==> src/lrr_pkg.sv <==
`timescale 1ns / 1ps
// ----------------------------------------------------------------------------
// lrr_pkg: shared types and constants
// Generator constants, the queued request record and the back-end states.
// ----------------------------------------------------------------------------
package lrr_pkg;

    localparam int STATE_W = 31;
    localparam int SPAN_W  = STATE_W + 1;

    localparam logic [14:0]        LCG_MULT   = 15'd16807;
    localparam logic [STATE_W-1:0] LCG_MOD    = 31'h7fff_ffff;
    localparam logic [STATE_W-1:0] SEED_RESET = 31'd123456;

    typedef struct packed {
        logic [STATE_W-1:0] low;
        logic [STATE_W-1:0] high;
        logic [STATE_W-1:0] state;
        logic [SPAN_W-1:0]  span;
        logic               empty;
    } t_item;

    typedef enum logic [1:0] {
        ST_IDLE,
        ST_DIV,
        ST_SUM
    } t_back_state;

endpackage

==> src/lrr_fifo.sv <==
`timescale 1ns / 1ps
// ----------------------------------------------------------------------------
// lrr_fifo: request queue
// Short first-in first-out queue between the generator front end and the
// range-reduction back end.
// ----------------------------------------------------------------------------
module lrr_fifo #(
    parameter int DEPTH = 2,
    localparam int PW = (DEPTH > 1) ? $clog2(DEPTH) : 1,
    localparam int CW = $clog2(DEPTH + 1)
) (
    input  logic           i_clk,
    input  logic           i_rst_n,
    input  logic           i_push,
    input  lrr_pkg::t_item i_item,
    input  logic           i_pop,
    output lrr_pkg::t_item o_item,
    output logic           o_full,
    output logic           o_empty,
    output logic [CW-1:0]  o_count
);
    import lrr_pkg::*;

    t_item          r_mem [DEPTH];
    logic [PW-1:0]  r_wr;
    logic [PW-1:0]  r_rd;
    logic [CW-1:0]  r_count;
    logic [PW-1:0]  n_wr;
    logic [PW-1:0]  n_rd;
    logic           w_push;
    logic           w_pop;

    assign o_full  = (r_count == CW'(DEPTH));
    assign o_empty = (r_count == '0);
    assign o_count = r_count;
    assign o_item  = r_mem[r_rd];
    assign w_push  = i_push && !o_full;
    assign w_pop   = i_pop && !o_empty;

    always_comb begin
        n_wr = (r_wr == PW'(DEPTH - 1)) ? '0 : r_wr + 1'b1;
        n_rd = (r_rd == PW'(DEPTH - 1)) ? '0 : r_rd + 1'b1;
    end

    always_ff @(posedge i_clk) begin
        if (!i_rst_n) begin
            r_wr    <= '0;
            r_rd    <= '0;
            r_count <= '0;
        end else begin
            if (w_push) begin
                r_wr <= n_wr;
            end
            if (w_pop) begin
                r_rd <= n_rd;
            end
            if (w_push && !w_pop) begin
                r_count <= r_count + 1'b1;
            end else if (w_pop && !w_push) begin
                r_count <= r_count - 1'b1;
            end
        end
    end

    always_ff @(posedge i_clk) begin
        if (w_push) begin
            r_mem[r_wr] <= i_item;
        end
    end

endmodule

==> src/lrr_front.sv <==
`timescale 1ns / 1ps
// ----------------------------------------------------------------------------
// lrr_front: generator front end
// Accepts requests, advances the minimal standard generator state, sizes the
// interval and queues the request for range reduction.
// ----------------------------------------------------------------------------
module lrr_front (
    input  logic                         i_clk,
    input  logic                         i_rst_n,
    input  logic                         i_cfg_valid,
    input  logic [lrr_pkg::STATE_W-1:0]  i_cfg_seed,
    input  logic                         i_in_valid,
    input  logic [lrr_pkg::STATE_W-1:0]  i_range_low,
    input  logic [lrr_pkg::STATE_W-1:0]  i_range_high,
    input  logic                         i_full,
    output logic                         o_push,
    output lrr_pkg::t_item               o_item
);
    import lrr_pkg::*;

    logic [STATE_W-1:0] r_state;
    logic [STATE_W-1:0] n_state;
    logic [29:0]        w_hi;
    logic [30:0]        w_lo;
    logic [29:0]        w_hi1;
    logic [16:0]        w_lo2;
    logic [SPAN_W-1:0]  w_t;

    always_comb begin
        w_hi  = 30'(LCG_MULT) * 30'(r_state[30:16]);
        w_lo  = 31'(LCG_MULT) * 31'(r_state[15:0]);
        w_hi1 = w_hi + 30'(w_lo[30:16]);
        w_lo2 = 17'(w_lo[15:0]) + 17'(w_hi1[29:15]);
        w_t   = {1'b0, w_hi1[14:0], 16'b0} + SPAN_W'(w_lo2);
        if (w_t >= SPAN_W'(LCG_MOD)) begin
            n_state = STATE_W'(w_t - SPAN_W'(LCG_MOD));
        end else begin
            n_state = w_t[STATE_W-1:0];
        end
    end

    assign o_push = i_in_valid && !i_full;

    always_comb begin
        o_item.low   = i_range_low;
        o_item.high  = i_range_high;
        o_item.state = n_state;
        o_item.span  = SPAN_W'(i_range_high) - SPAN_W'(i_range_low) + 1'b1;
        o_item.empty = (i_range_high <= i_range_low);
    end

    // reload on seed write, else advance on each accepted request
    always_ff @(posedge i_clk) begin
        if (!i_rst_n) begin
            r_state <= SEED_RESET;
        end else if (i_cfg_valid) begin
            r_state <= i_cfg_seed;
        end else if (o_push) begin
            r_state <= n_state;
        end
    end

endmodule

==> src/lrr_back.sv <==
`timescale 1ns / 1ps
// ----------------------------------------------------------------------------
// lrr_back: range-reduction back end
// Takes queued requests, reduces the generator state modulo the interval
// size one bit per cycle, adds the low bound (high bound if empty) and holds the result.
// ----------------------------------------------------------------------------
module lrr_back (
    input  logic                         i_clk,
    input  logic                         i_rst_n,
    input  logic                         i_empty,
    input  lrr_pkg::t_item               i_item,
    output logic                         o_pop,
    output logic                         o_out_valid,
    input  logic                         i_out_stall,
    output logic [lrr_pkg::STATE_W-1:0]  o_value,
    output logic [lrr_pkg::STATE_W-1:0]  o_raw_state
);
    import lrr_pkg::*;

    localparam int BW = $clog2(STATE_W);

    t_back_state        r_st;
    t_back_state        n_st;
    t_item              r_item;
    logic [STATE_W-1:0] r_rem;
    logic [STATE_W-1:0] r_dvd;
    logic [BW-1:0]      r_cnt;
    logic               r_out_valid;
    logic [STATE_W-1:0] r_value;
    logic [STATE_W-1:0] r_raw;
    logic               w_load;
    logic               w_step;
    logic               w_emit;
    logic               w_free;
    logic [SPAN_W-1:0]  w_sh;

    assign w_free      = !r_out_valid || !i_out_stall;
    assign w_sh        = {r_rem, r_dvd[STATE_W-1]};
    assign o_out_valid = r_out_valid;
    assign o_value     = r_value;
    assign o_raw_state = r_raw;

    always_ff @(posedge i_clk) begin
        if (!i_rst_n) begin
            r_st <= ST_IDLE;
        end else begin
            r_st <= n_st;
        end
    end

    always_comb begin
        n_st   = r_st;
        o_pop  = 1'b0;
        w_load = 1'b0;
        w_step = 1'b0;
        w_emit = 1'b0;
        case (r_st)
            ST_IDLE: begin
                if (!i_empty) begin
                    o_pop  = 1'b1;
                    w_load = 1'b1;
                    n_st   = i_item.empty ? ST_SUM : ST_DIV;
                end
            end
            ST_DIV: begin
                w_step = 1'b1;
                if (r_cnt == '0) begin
                    n_st = ST_SUM;
                end
            end
            ST_SUM: begin
                if (w_free) begin
                    w_emit = 1'b1;
                    n_st   = ST_IDLE;
                end
            end
            default: begin
                n_st = ST_IDLE;
            end
        endcase
    end

    always_ff @(posedge i_clk) begin
        if (w_load) begin
            r_item <= i_item;
            r_dvd  <= i_item.state;
            r_rem  <= '0;
            r_cnt  <= BW'(STATE_W - 1);
        end else if (w_step) begin
            r_dvd <= {r_dvd[STATE_W-2:0], 1'b0};
            r_cnt <= r_cnt - 1'b1;
            if (w_sh >= r_item.span) begin
                r_rem <= STATE_W'(w_sh - r_item.span);
            end else begin
                r_rem <= w_sh[STATE_W-1:0];
            end
        end
    end

    always_ff @(posedge i_clk) begin
        if (w_emit) begin
            r_raw   <= r_item.state;
            r_value <= r_item.empty ? r_item.high : r_item.low + r_rem;
        end
    end

    always_ff @(posedge i_clk) begin
        if (!i_rst_n) begin
            r_out_valid <= 1'b0;
        end else if (w_emit) begin
            r_out_valid <= 1'b1;
        end else if (!i_out_stall) begin
            r_out_valid <= 1'b0;
        end
    end

endmodule

==> src/lehmer_random_in_range.sv <==
`timescale 1ns / 1ps
// ----------------------------------------------------------------------------
// lehmer_random_in_range: minimal standard generator with range reduction
// Advances a 31-bit state by 16807 modulo 2^31-1 per request and returns
// low + state mod (high - low + 1), or high for an empty interval.
//
//   channel   dir   handshake                  payload
//   cfg       in    i_cfg_valid / o_cfg_ready  i_cfg_seed
//   request   in    i_in_valid / o_in_stall    i_range_low, i_range_high
//   result    out   o_out_valid / i_out_stall  o_value, o_raw_state
//
// In the back end a request passes through load, 31 remainder steps and sum,
// or load and sum only for an empty interval; the bit-serial remainder loop sets the rate.
// The front end advances the state in the accept cycle and queues up to
// QUEUE_DEPTH requests, so requests are taken while the back end works.
// Reset loads the state with 123456 and empties the queue and result.
// A stalled result holds; the back end waits in its sum step until it drains.
// ----------------------------------------------------------------------------
module lehmer_random_in_range #(
    parameter int QUEUE_DEPTH = 2
) (
    input  logic                         i_clk,
    input  logic                         i_rst_n,
    input  logic                         i_cfg_valid,
    output logic                         o_cfg_ready,
    input  logic [lrr_pkg::STATE_W-1:0]  i_cfg_seed,
    input  logic                         i_in_valid,
    output logic                         o_in_stall,
    input  logic [lrr_pkg::STATE_W-1:0]  i_range_low,
    input  logic [lrr_pkg::STATE_W-1:0]  i_range_high,
    output logic                         o_out_valid,
    input  logic                         i_out_stall,
    output logic [lrr_pkg::STATE_W-1:0]  o_value,
    output logic [lrr_pkg::STATE_W-1:0]  o_raw_state
);
    import lrr_pkg::*;

    localparam int CW = $clog2(QUEUE_DEPTH + 1);

    t_item          w_push_item;
    t_item          w_pop_item;
    logic           w_push;
    logic           w_pop;
    logic           w_full;
    logic           w_empty;
    logic [CW-1:0]  w_count;

    assign o_cfg_ready = 1'b1;
    assign o_in_stall  = w_full;

    lrr_front u_front (
        .i_clk        (i_clk),
        .i_rst_n      (i_rst_n),
        .i_cfg_valid  (i_cfg_valid),
        .i_cfg_seed   (i_cfg_seed),
        .i_in_valid   (i_in_valid),
        .i_range_low  (i_range_low),
        .i_range_high (i_range_high),
        .i_full       (w_full),
        .o_push       (w_push),
        .o_item       (w_push_item)
    );

    lrr_fifo #(
        .DEPTH (QUEUE_DEPTH)
    ) u_fifo (
        .i_clk   (i_clk),
        .i_rst_n (i_rst_n),
        .i_push  (w_push),
        .i_item  (w_push_item),
        .i_pop   (w_pop),
        .o_item  (w_pop_item),
        .o_full  (w_full),
        .o_empty (w_empty),
        .o_count (w_count)
    );

    lrr_back u_back (
        .i_clk       (i_clk),
        .i_rst_n     (i_rst_n),
        .i_empty     (w_empty),
        .i_item      (w_pop_item),
        .o_pop       (w_pop),
        .o_out_valid (o_out_valid),
        .i_out_stall (i_out_stall),
        .o_value     (o_value),
        .o_raw_state (o_raw_state)
    );

    a_queue_bound: assert property (@(posedge i_clk) disable iff (!i_rst_n)
        w_count <= CW'(QUEUE_DEPTH))
        else $error("request queue count exceeds depth");

    a_state_reduced: assert property (@(posedge i_clk) disable iff (!i_rst_n)
        o_out_valid |-> (o_raw_state != LCG_MOD))
        else $error("generator state not reduced modulo 2^31-1");

    a_reset_clears: assert property (@(posedge i_clk)
        !i_rst_n |=> (!o_out_valid && w_count == '0))
        else $error("reset left a result or queued request");

    a_pop_nonempty: assert property (@(posedge i_clk) disable iff (!i_rst_n)
        w_pop |-> !w_empty)
        else $error("back end popped an empty queue");

endmodule

==> config.mk <==
export PLATFORM = sky130hd
export DESIGN_NAME = lehmer_random_in_range
export DESIGN_NICKNAME = d
export VERILOG_FILES = /design/src/lrr_pkg.sv /design/src/lrr_fifo.sv /design/src/lrr_front.sv /design/src/lrr_back.sv /design/src/lehmer_random_in_range.sv
export SDC_FILE = /design/constraint.sdc
export NUM_CORES = 1
export LEC_CHECK = 0
export BUFFER_PORTS_ARGS = -buffer_cell sky130_fd_sc_hd__buf_2
export CELL_PAD_IN_SITES_DETAIL_PLACEMENT = 0
export CELL_PAD_IN_SITES_GLOBAL_PLACEMENT = 1
export CORE_MARGIN = 2
export CORE_UTILIZATION = 51
export CTS_CLUSTER_DIAMETER = 120
export CTS_CLUSTER_SIZE = 14
export DETAILED_ROUTE_END_ITERATION = 10
export GPL_TIMING_DRIVEN = 0
export HOLD_SLACK_MARGIN = 0.1
export PLACE_DENSITY_LB_ADDON = 0.12
export SETUP_SLACK_MARGIN = 0.1
export SLEW_MARGIN = 10
export SYNTH_ARGS = -nofsm -noshare
export SYNTH_HDL_FRONTEND = slang
export SYNTH_SLANG_ARGS = --single-unit
==> constraint.sdc <==
create_clock -name i_clk -period 14.35 [get_ports i_clk]
set_input_delay 1.435 -clock i_clk [delete_from_list [all_inputs] [get_ports i_clk]]
set_output_delay 1.435 -clock i_clk [all_outputs]
set_load 0.005 [all_outputs]
==> impl_metrics.env <==
export IMPL_nets=4025
export IMPL_dieWidth_um=267.4
export IMPL_hold_viol=0
export IMPL_regArea_um2=15670
export IMPL_grt_max_degree=58
export IMPL_fp_dieH_um=267.4
export IMPL_stdcell_area_um2=39430
export IMPL_cts_tree="done"
export IMPL_placed_cell_area_um2=37690
export IMPL_num_vias=24663
export IMPL_drive_gt1_share_pct=14.04
export IMPL_drtIter0Drc=1623
export IMPL_report_final_slew_viol_count=0
export IMPL_worst_pin_slew_ps=1104
export IMPL_numCtsBuffers=44
export IMPL_fmaxAchievable_mhz=73.00
export IMPL_synth_cells=3165
export IMPL_async_flop_share_pct=0
export IMPL_synthTopCellsByCount="edfxtp_1, inv_1, ha_1"
export IMPL_synth_seq_cells=546
export IMPL_dieArea_um2=71500
export IMPL_required_ps=14780
export IMPL_fin_crit_sh_pct=95.46
export IMPL_worstSetupPathType="reg -> reg"
export IMPL_coreArea_um2=68590
export IMPL_cts_sinks=546
export IMPL_fillCellCount=5823
export IMPL_dp_hpwl_mm=75.37
export IMPL_gp_congestion=0.9428
export IMPL_crit_top_cell="inv_1"
export IMPL_end_kind="register"
export IMPL_multi_input_area_um2=18160
export IMPL_slowest_delay_ps=550
export IMPL_min_from="u_back.r_item[37]"
export IMPL_h_tree_depth=2
export IMPL_period_minus_slack_ps=13700
export IMPL_track_usage_pct=26.83
export IMPL_clk_latency_ps=600
export IMPL_wire_per_inst_um=21.74
export IMPL_finish_utilization_pct=57.49
export IMPL_rsz0062_at_grt="false"
export IMPL_fin_tns_setup_ps=0
export IMPL_crit_path_top_delay_cell="fa_1"
export IMPL_place_inst=4269
export IMPL_dr_pass1_iters=6
export IMPL_setup_viol=0
export IMPL_syn_area_per_cell_um2=11.18
export IMPL_synth_most_common_cell="edfxtp_1"
export IMPL_grt_pass1_vias=25482
export IMPL_cap_viol_max_count=0
export IMPL_path_clk_slew_ps=80
export IMPL_path_max_fanout=10
export IMPL_avgViaCountPerCell=5.640
export IMPL_synthDistinctLibCells=90
export IMPL_drc=0
export IMPL_area_growth_pct=11.44
export IMPL_antenna_found_initial=0
export IMPL_startpoint_type="register"
export IMPL_port_buffer_count=160
export IMPL_cts_hold_buf=0
export IMPL_num_io_pins=163
export IMPL_hp_class="reg -> reg"
export IMPL_rows=96
export IMPL_postRouteAntennaNets=0
export IMPL_yosys_top_cells_area="edfxtp_1, ha_1, fa_1, dfxtp_1, inv_1"
export IMPL_fin_skew_ps=30.36
export IMPL_arrival_ps=14130
export IMPL_grt_ovfl_total=0
export IMPL_r2r_start="u_front.r_state[14]"
export IMPL_final_instance_count_excl_fill=4373
export IMPL_root_buffer="clkbuf_16"
export IMPL_cts_path_max_buffers=3
export IMPL_slew_headroom_pct=26.40
export IMPL_yosys_warnings=0
export IMPL_grt_pass1_wl_mm=145.9
export IMPL_synth_edf_count=471
export IMPL_yosysSeqAreaShare_pct=44.21
export IMPL_syn_area_um2=35380
export IMPL_netlist_area_leader_share_pct=39.97
export IMPL_ys_flop_type="edfxtp_1"
export IMPL_syn_nets=3785
export IMPL_routed_wl_mm=95.09
export IMPL_initial_core_util_pct=51.59
export IMPL_synth_top_area_cell="edfxtp_1"
export IMPL_status="finished, final reports clean"
export IMPL_worstSetupStartpoint="u_front.r_state[14]"
==> cell type report <==
class / count / area share [%]
buffer: 76 / 0.8948
antenna: 1 / 0.006346
inverter: 400 / 3.817
multi-input combinational: 2143 / 46.07
timing repair buffer: 194 / 3.287
clock inverter: 2 / 0.04442
sequential: 546 / 39.74
clock buffer: 80 / 3.189
tap: 931 / 2.954
==> critical path, delay by kind of cell (launching register included) <==
family,cells,cell delay [ps]
AOI/OAI and AO/OA,20,4740
DFF,1,400
buffers and inverters,12,1330
and+or+nand+nor,8,1650
xor gates and xnor gates,3,580
adders and majority gates,12,4850
==> through the flow <==
step | hold WS (ps) | setup WS [ps]
global placement | 402.4 | -885.9
floorplan | 400.3 | 1544
detailed placement | 404.5 | -1018
finish | 417.7 | 651.4
CTS | 419.4 | 131.5
global route | 424.5 | 110.6
==> final timing paths <==
kind,to,slack [ps],cells past startpoint
max reg2reg,u_front.r_state[15],650,55
max,u_front.r_state[15],650,55
min reg2reg,u_back.o_raw_state[4],420,0
min,u_back.o_raw_state[4],420,0
==> cell usage in the layout, fill, tap and decap left out, drive strengths merged, types with 26 or more instances in the layout <==
| cell | Yosys | final |
|---|---|---|
| o21ai | 160 | 160 |
| nand4 | 31 | 31 |
| nand3 | 72 | 72 |
| nor2b | 27 | 27 |
| buf | 17 | 210 |
| edfxtp | 471 | 471 |
| xnor2 | 85 | 85 |
| clkbuf | 59 | 140 |
| mux2 | 129 | 129 |
| fa | 141 | 141 |
| a21o | 49 | 49 |
| nand2 | 242 | 242 |
| xor2 | 66 | 66 |
| inv | 398 | 399 |
| ha | 381 | 381 |
| and2 | 26 | 26 |
| a31oi | 26 | 26 |
| nor3 | 51 | 51 |
| nor2 | 169 | 169 |
| a21oi | 141 | 141 |
| dfxtp | 75 | 75 |
| nand2b | 31 | 31 |
==> state kept, by name (all words and copies together) (netlist names), 5 cells and up, named ones only <==
register	flops
u_back.o_raw_state	31
u_back.o_value	31
u_back.r_cnt	5
u_back.r_dvd	31
u_back.r_item	126
u_back.r_rem	31
u_fifo.r_mem	252
u_front.r_state	31
==> what timing repair did <==
action,4_1_cts,5_1_grt
cloned,0,0
endpoints found under the hold margin,0,0
buffers inserted,9,12
setup endpoints to repair,93,93
gates resized for setup,23,39
pin swaps,5,8
==> routing by layer <==
layer,GRT usage [%],routed length [um],up-vias
met5,0,0,-
met4,9.794,3677,0
li1,-,-,11746
met2,49.93,49660,483
met1,32.35,38970,12289
met3,2.060,2774,145
==> kinds of logic (layout without fill, tap and decap cells) <==
group | count (synthesis) | count (layout) | share of synthesized area [%]
XOR/XNOR | 151 | 151 | 3.780
AO/OA/AOI/OAI | 586 | 586 | 10.73
flip-flops | 546 | 546 | 44.21
buffers and inverters | 476 | 752 | 5.216
AND/OR/NAND/NOR | 744 | 744 | 10.21
multiplexers | 139 | 139 | 4.388
other | 1 | 2 | 0.01060
adder cells (fa/ha/maj) | 522 | 522 | 21.45
Power is not shown: default switching activity piles up to over one toggle a cycle in this logic, so the estimate is an artifact.
